--- src/rtl/awm_pkg.sv ---
`timescale 1ns / 1ps
// ---------------------------------------------------------------------------
// awm_pkg
// Shared types and constants of the anagram window matcher.
// ---------------------------------------------------------------------------
package awm_pkg;

    localparam int ALPHABET_SIZE = 26;
    localparam int LETTER_W      = 5;
    localparam int CMD_W         = 2;

    typedef logic [LETTER_W-1:0] letter_t;

    // Command codes; the fourth code changes no state but still yields a result
    typedef enum logic [CMD_W-1:0] {
        CMD_CLEAR = 2'd0,
        CMD_LOAD  = 2'd1,
        CMD_TEXT  = 2'd2
    } cmd_t;

    // Per-bin update strobes
    typedef struct packed {
        logic clear;
        logic pat_inc;
        logic win_inc;
        logic win_dec;
    } bin_ctrl_t;

    // What the compare stage needs to know about a transfer in flight
    typedef struct packed {
        logic is_text;
        logic is_clear;
        logic full;
    } res_info_t;

endpackage

--- src/rtl/awm_tap_cell.sv ---
`timescale 1ns / 1ps
// ---------------------------------------------------------------------------
// awm_tap_cell
// One stage of the letter delay line; offers its letter when selected.
// ---------------------------------------------------------------------------
module awm_tap_cell (
    input  logic            clk,
    input  logic            shift_en,
    input  logic            sel,
    input  awm_pkg::letter_t letter_in,
    output awm_pkg::letter_t letter_out,
    output awm_pkg::letter_t tap_out
);

    awm_pkg::letter_t letter_reg;
    awm_pkg::letter_t letter_next;

    // shift on every text letter
    always_comb
    begin
        letter_next = shift_en ? letter_in : letter_reg;
    end

    always_ff @(posedge clk)
    begin
        letter_reg <= letter_next;
    end

    assign letter_out = letter_reg;
    // zero when not selected so the taps can be OR-ed together
    assign tap_out    = sel ? letter_reg : '0;

endmodule

--- src/rtl/awm_bin_cell.sv ---
`timescale 1ns / 1ps
// ---------------------------------------------------------------------------
// awm_bin_cell
// One alphabet bin: pattern count, window count and their equality.
// ---------------------------------------------------------------------------
module awm_bin_cell #(
    parameter int CNT_W = 7
) (
    input  logic               clk,
    input  logic               rst_n,
    input  awm_pkg::bin_ctrl_t ctrl,
    output logic               eq
);

    logic [CNT_W-1:0] pat_cnt_reg;
    logic [CNT_W-1:0] pat_cnt_next;
    logic [CNT_W-1:0] win_cnt_reg;
    logic [CNT_W-1:0] win_cnt_next;
    logic             do_dec;

    // count update; the window count never goes below zero
    always_comb
    begin
        do_dec       = ctrl.win_dec && (win_cnt_reg != '0);
        pat_cnt_next = pat_cnt_reg;
        win_cnt_next = win_cnt_reg;
        priority if (ctrl.clear)
        begin
            pat_cnt_next = '0;
            win_cnt_next = '0;
        end
        else
        begin
            if (ctrl.pat_inc)
            begin
                pat_cnt_next = pat_cnt_reg + 1'b1;
            end
            if (ctrl.win_inc && !do_dec)
            begin
                win_cnt_next = win_cnt_reg + 1'b1;
            end
            else if (!ctrl.win_inc && do_dec)
            begin
                win_cnt_next = win_cnt_reg - 1'b1;
            end
        end
    end

    always_ff @(posedge clk or negedge rst_n)
    begin
        if (!rst_n)
        begin
            pat_cnt_reg <= '0;
            win_cnt_reg <= '0;
        end
        else
        begin
            pat_cnt_reg <= pat_cnt_next;
            win_cnt_reg <= win_cnt_next;
        end
    end

    assign eq = (pat_cnt_reg == win_cnt_reg);

endmodule

--- src/rtl/anagram_window_matcher.sv ---
`timescale 1ns / 1ps
// Each input transfer first updates the bins and lengths, then passes the compare stage into the output register.
// Throughput: one item per cycle while in_ready is high; the delay line and all bins update together on a transfer.
// Input stalls only while both the compare stage and the output register are held.
// Reset (rst_n low, asynchronous) empties both histograms, lengths and the found flag.
// The delay line letters are not reset; only letters shifted in since a clear are read.
// ---------------------------------------------------------------------------
// anagram_window_matcher
// Sliding-window anagram search over a letter stream with a tapped delay line.
// ---------------------------------------------------------------------------
module anagram_window_matcher #(
    parameter int PATTERN_MAX = 64
) (
    input  logic                        clk,
    input  logic                        rst_n,
    input  logic                        in_valid,
    output logic                        in_ready,
    input  logic [awm_pkg::CMD_W-1:0]   command,
    input  awm_pkg::letter_t            letter,
    output logic                        out_valid,
    input  logic                        out_ready,
    output logic                        match,
    output logic                        found,
    output logic                        window_full
);

    localparam int LEN_W = $clog2(PATTERN_MAX + 1);
    localparam awm_pkg::letter_t ALPHA_LIM = awm_pkg::letter_t'(awm_pkg::ALPHABET_SIZE);

    awm_pkg::cmd_t             cmd;
    logic                      in_fire;
    logic                      s2_adv;

    logic [LEN_W-1:0]          len_reg;
    logic [LEN_W-1:0]          len_next;
    logic [LEN_W-1:0]          seen_reg;
    logic [LEN_W-1:0]          seen_next;

    logic                      clr;
    logic                      do_load;
    logic                      do_text;
    logic                      do_drop;
    logic                      shift_en;

    logic [PATTERN_MAX-1:0]    tap_sel;
    awm_pkg::letter_t          chain   [PATTERN_MAX+1];
    awm_pkg::letter_t          taps    [PATTERN_MAX];
    awm_pkg::letter_t          drop_letter;

    logic [awm_pkg::ALPHABET_SIZE-1:0] bin_eq;
    logic                      hist_eq;

    logic                      s2_valid_reg;
    logic                      s2_valid_next;
    awm_pkg::res_info_t        s2_info_reg;
    awm_pkg::res_info_t        s2_info_next;

    logic                      out_valid_reg;
    logic                      out_valid_next;
    logic                      match_reg;
    logic                      match_next;
    logic                      full_reg;
    logic                      full_next;
    logic                      found_reg;
    logic                      found_next;

    assign cmd     = awm_pkg::cmd_t'(command);
    assign s2_adv  = s2_valid_reg && (!out_valid_reg || out_ready);
    assign in_ready = !s2_valid_reg || !out_valid_reg || out_ready;
    assign in_fire = in_valid && in_ready;

    // command decode and length bookkeeping
    always_comb
    begin
        len_next  = len_reg;
        seen_next = seen_reg;
        clr       = 1'b0;
        do_load   = 1'b0;
        do_text   = 1'b0;
        do_drop   = 1'b0;
        shift_en  = 1'b0;
        if (in_fire)
        begin
            unique case (cmd)
                awm_pkg::CMD_CLEAR:
                begin
                    clr       = 1'b1;
                    len_next  = '0;
                    seen_next = '0;
                end
                awm_pkg::CMD_LOAD:
                begin
                    if ((letter < ALPHA_LIM) && (len_reg != LEN_W'(PATTERN_MAX)))
                    begin
                        do_load  = 1'b1;
                        len_next = len_reg + 1'b1;
                    end
                end
                awm_pkg::CMD_TEXT:
                begin
                    shift_en = 1'b1;
                    if (len_reg != '0)
                    begin
                        do_text = 1'b1;
                        if (seen_reg == len_reg)
                        begin
                            do_drop = 1'b1;
                        end
                        else
                        begin
                            seen_next = seen_reg + 1'b1;
                        end
                    end
                end
                default:
                begin
                end
            endcase
        end
    end

    // delay line: cell k holds the letter k+1 text transfers back
    assign chain[0] = letter;

    for (genvar k = 0; k < PATTERN_MAX; k++)
    begin : g_tap
        assign tap_sel[k] = (len_reg == LEN_W'(k + 1));

        awm_tap_cell u_tap (
            .clk        (clk),
            .shift_en   (shift_en),
            .sel        (tap_sel[k]),
            .letter_in  (chain[k]),
            .letter_out (chain[k+1]),
            .tap_out    (taps[k])
        );
    end

    // letter leaving the window
    always_comb
    begin
        drop_letter = '0;
        for (int k = 0; k < PATTERN_MAX; k++)
        begin
            drop_letter = drop_letter | taps[k];
        end
    end

    // alphabet bins
    for (genvar b = 0; b < awm_pkg::ALPHABET_SIZE; b++)
    begin : g_bin
        awm_pkg::bin_ctrl_t bin_ctrl;

        assign bin_ctrl.clear   = clr;
        assign bin_ctrl.pat_inc = do_load && (letter == awm_pkg::letter_t'(b));
        assign bin_ctrl.win_inc = do_text && (letter == awm_pkg::letter_t'(b));
        assign bin_ctrl.win_dec = do_drop && (drop_letter == awm_pkg::letter_t'(b));

        awm_bin_cell #(
            .CNT_W (LEN_W)
        ) u_bin (
            .clk   (clk),
            .rst_n (rst_n),
            .ctrl  (bin_ctrl),
            .eq    (bin_eq[b])
        );
    end

    assign hist_eq = &bin_eq;

    // compare stage: bins already hold the post-update state of its transfer
    always_comb
    begin
        s2_info_next.is_text  = (cmd == awm_pkg::CMD_TEXT);
        s2_info_next.is_clear = (cmd == awm_pkg::CMD_CLEAR);
        s2_info_next.full     = (seen_next == len_next);

        if (in_fire)
        begin
            s2_valid_next = 1'b1;
        end
        else if (s2_adv)
        begin
            s2_valid_next = 1'b0;
        end
        else
        begin
            s2_valid_next = s2_valid_reg;
        end
    end

    // result and sticky flag
    always_comb
    begin
        match_next     = match_reg;
        full_next      = full_reg;
        found_next     = found_reg;
        out_valid_next = out_valid_reg && !out_ready;
        if (s2_adv)
        begin
            match_next     = s2_info_reg.is_text && s2_info_reg.full && hist_eq;
            full_next      = s2_info_reg.full;
            found_next     = !s2_info_reg.is_clear && (found_reg || match_next);
            out_valid_next = 1'b1;
        end
    end

    always_ff @(posedge clk or negedge rst_n)
    begin
        if (!rst_n)
        begin
            len_reg       <= '0;
            seen_reg      <= '0;
            s2_valid_reg  <= 1'b0;
            out_valid_reg <= 1'b0;
            found_reg     <= 1'b0;
        end
        else
        begin
            len_reg       <= len_next;
            seen_reg      <= seen_next;
            s2_valid_reg  <= s2_valid_next;
            out_valid_reg <= out_valid_next;
            found_reg     <= found_next;
        end
    end

    // payload registers
    always_ff @(posedge clk)
    begin
        if (in_fire)
        begin
            s2_info_reg <= s2_info_next;
        end
        match_reg <= match_next;
        full_reg  <= full_next;
    end

    assign out_valid   = out_valid_reg;
    assign match       = match_reg;
    assign found       = found_reg;
    assign window_full = full_reg;

endmodule

--- config.mk ---
export PLATFORM = sky130hd
export DESIGN_NAME = anagram_window_matcher
export DESIGN_NICKNAME = d
export VERILOG_FILES = /design/src/rtl/awm_pkg.sv /design/src/rtl/awm_tap_cell.sv /design/src/rtl/awm_bin_cell.sv /design/src/rtl/anagram_window_matcher.sv
export SDC_FILE = /design/constraint.sdc
export NUM_CORES = 2
export LEC_CHECK = 0
export BUFFER_PORTS_ARGS = -buffer_cell sky130_fd_sc_hd__buf_2
export CORE_ASPECT_RATIO = 0.5
export CORE_MARGIN = 3
export CORE_UTILIZATION = 45
export DETAILED_ROUTE_END_ITERATION = 8
export GPL_ROUTABILITY_DRIVEN = 0
export REMOVE_ABC_BUFFERS = 1
export SYNTH_ARGS = -nofsm -noshare
export SYNTH_HDL_FRONTEND = slang
export SYNTH_HIERARCHICAL = 1
export SYNTH_SLANG_ARGS = --single-unit
--- constraint.sdc ---
create_clock -name clk -period 9.9 [get_ports clk]
set_input_delay 1.98 -clock clk [delete_from_list [all_inputs] [get_ports clk]]
set_output_delay 1.98 -clock clk [all_outputs]
set_load 0.01 [all_outputs]
==> summary.md <==
| Metric | Value |
|---|---|
| Status | finished clean |
| Crit path max fanout | 9 |
| 1st-iter DRT viols | 1908 |
| Post-CTS Hold Fix Bufs | 0 |
| WP data arrival | slightly below 7 ns |
| Mux share of post-synthesis cell area | 0.00629 |
| Layout Nets | approximately 4100 |
| Most frequent cells in the layout | dfrtp_1 (381), nor2_1 (335), edfxtp_1 (325) |
| Crit. End Element | flip-flop |
| Worst skew pair latency | 0.66 ns |
| Row Count | 77 |
| Area grow syn2layout | 7.94% |
| Final Hold Vio Count | 0 |
| Ports | 16 |
| Initial core utilization | 0.461 |
| Primary FF master, synth | dfrtp_1 |
| Die height | 220 µm |
| Max reg flops | 320 |
| Pwr Density | 219 nW/µm² |
| Die area | between 90000 and 100000 µm² |
| Inserted Clock Buffers | 69 |
| Share of cells above drive strength 1 | 0.115 |
| Core ar. | 89800 µm² |
| WHS | 0.429 ns |
| Seq cells post-synth | 706 |
| GRT Util Overall | 0.195 |
| Required time worst endpoint | 10.45 ns |
| Routed WL per cell | about 18 µm |
| CTS tree | done |
| Slew Limit Fails | 0 |
| Slew HR | 0.342 |
| Power share of the clock group | 0.284 |
| Cell variety after synth | 67 |
| R2R setup slack | 3.58 ns |
| Total Wirelength | 93.0 mm |
| Largest family of logic cells by synthesized area | simple AND/OR/NAND/NOR gates |
| Chip Width | 435 µm |
| Share of power burned in registers | 0.412 |
| First-pass iteration count of the detailed router | 5 |
| Post-CTS setup buffer count | 0 |
| Via count of the routed design | around 28000 |
| Clock tree buffer depth | 3 |
| Synth Cell Area | about 41000 µm² |
| Fmax | 158 MHz |
| Resize count post-CTS | 0 |
| Switching Power | 3.40 mW |
| Synth warn | 6 |
| Worst VDD drop | between 100 and 150 µV |
| Total Power | 9.78 mW |
| Leak | 17.2 nW |
| Post-synth EDFFs | roughly 330 |
| Antenna violations before repair | 0 |
| Switching Share | 0.347 |
| Buffers added on ports | 15 |
| Post-synthesis adder-cell area fraction | 0.0691 |
| Avg Cell Area, Syn | 10.8 µm² |
| Fraction of registers with async set/reset | 0.540 |
| Post-Syn Instances | 3850 |
| Vias in the first global route | 27908 |
| Largest net degree at the start of global routing | 160 |
| Internal | 6.39 mW |
| CTS root buffer | clkbuf_16 |
| Seq/Total Area, Yosys | 0.466 |
| CP startpoint kind | flip-flop |
| ANT cells | 0 |
| Clk sinks | between 700 and 800 |
| Min Tclk post-route | between 6 and 7 ns |
| H-tree depth | 3 |
| Max cap viols | 0 |
| Setup violations, final | 0 |
| First-pass GRT wire length | between 150 and 200 mm |
| Post-Synth Simple-Gate Area | 0.243 |
| Vias per cell | 5.57 |
| Final ANT Viol Nets | 0 |
| RSZ-0062 raised after global routing | no |
| Commonest non-fill, non-tap cell in the layout | dfrtp_1 |
| XOR/XNOR share of the synthesized area | 0.0699 |
| GR Overflow Total | 0 |
| Tightest Pin Transition | 0.977 ns |
| # DRC | 0 |
| Min-Delay Path Class | reg -> reg |
| Fin crit share | 0.638 |
| Post-DP HPWL | 64.8 mm |
| FILL cells | 8098 |
| Crit Path Category | reg -> reg |
| Compound-Gate Fraction of Synth Area | 0.115 |
| Final Skew | 0.0275 ns |
| Combinational group share of total power | 0.304 |
| Clock transition at path regs | 0.07 ns |
==> worst max-delay path, cell delays in order, from the launching register on <==
cell and delay, ns:
dfrtp_1 0.50, inv_1 0.11, ha_1 0.27, or3b_1 0.46
nor2_1 0.20, and2_1 0.19, nor4_1 0.37, nand4_1 0.31
nor4_1 0.77, buf_4 0.26, nand2_1 0.11, or2_2 0.44
nor2_1 0.30, nor2b_1 0.10, a21oi_2 0.41, inv_4 0.11
fa_1 0.41, nand2b_1 0.17, a21oi_1 0.21, o22ai_1 0.17
a32oi_1 0.22, nand3_1 0.09
==> worst paths after layout <==
| kind | endpoint | depth (start not counted) | from |
|---|---|---|---|
| max | g_bin[0].u_bin/win_cnt_reg[6] | 21 | len_reg[0] |
| min | found | 1 | s2_info_reg[1] |
| max reg2reg | g_bin[0].u_bin/win_cnt_reg[6] | 21 | len_reg[0] |
| min reg2reg | found | 1 | s2_info_reg[1] |
| max in group asynchronous | g_bin[0].u_bin/pat_cnt_reg[0] | 3 | rst_n |
| min in group asynchronous | g_bin[12].u_bin/win_cnt_reg[5] | 1 | rst_n |
==> synthesized netlist by cell type, types with 106 or more instances <==
cell type,instances,share of area
dfrtp_1,381,0.23
nor2_1,336,0.030
and2_1,325,0.049
edfxtp_1,325,0.24
nand2_1,270,0.024
ha_1,187,0.057
xor2_1,183,0.039
xnor2_1,142,0.030
a21oi_1,138,0.017
nor3_1,132,0.016
nor4_1,116,0.018
nand4_1,110,0.017
o21ai_0,106,0.013
==> power by group through the flow <==
stage	Clock (mW)	Combinational (mW)	Sequential (mW)
final	2.78	2.97	4.03
after global routing	3.00	3.36	4.10
after CTS	2.87	2.98	4.03
after detailed placement	0	2.96	4.09
after global placement	0	2.85	4.07
after floorplan	0	2.47	3.92
==> layer usage <==
layer,track usage,part of all wire
met1,0.279,0.49
met2,0.314,0.45
met3,0.0297,0.038
met4,0.0453,0.019
met5,0,0
==> layout make-up <==
class | count | area, µm² | share of cell area
clock inverter | 38 | 447 | 0.0100
multi-input combinational | 2937 | 20800 | 0.466
tap | 1224 | 1530 | 0.0343
clock buffer | 89 | 1900 | 0.0426
timing repair buffer | 37 | 288 | 0.00644
sequential | 706 | 19300 | 0.432
inverter | 85 | 382 | 0.00854
==> through the flow <==
step,util,area [µm²],setup TNS [ns],cells,setup WS (ns)
2_1_floorplan,-,40500,-4799.26,3728,-13.69
3_3_place_gp,0.472,42300,0,4989,3.67
3_5_place_dp,0.472,42300,0,4989,3.59
4_1_cts,0.498,44700,0,5116,3.56
5_1_grt,0.498,44700,0,5116,3.15
6_report,0.498,44700,0,5116,3.58
==> cells by family after synthesis <==
group	after synthesis
muxes	26
xor gates and xnor gates	327
AOI/OAI and AO/OA	605
adders and majority gates	213
and+or+nand+nor	1766
DFF	706
buffers and inverters	207
Power figures use the tool's default switching activity.
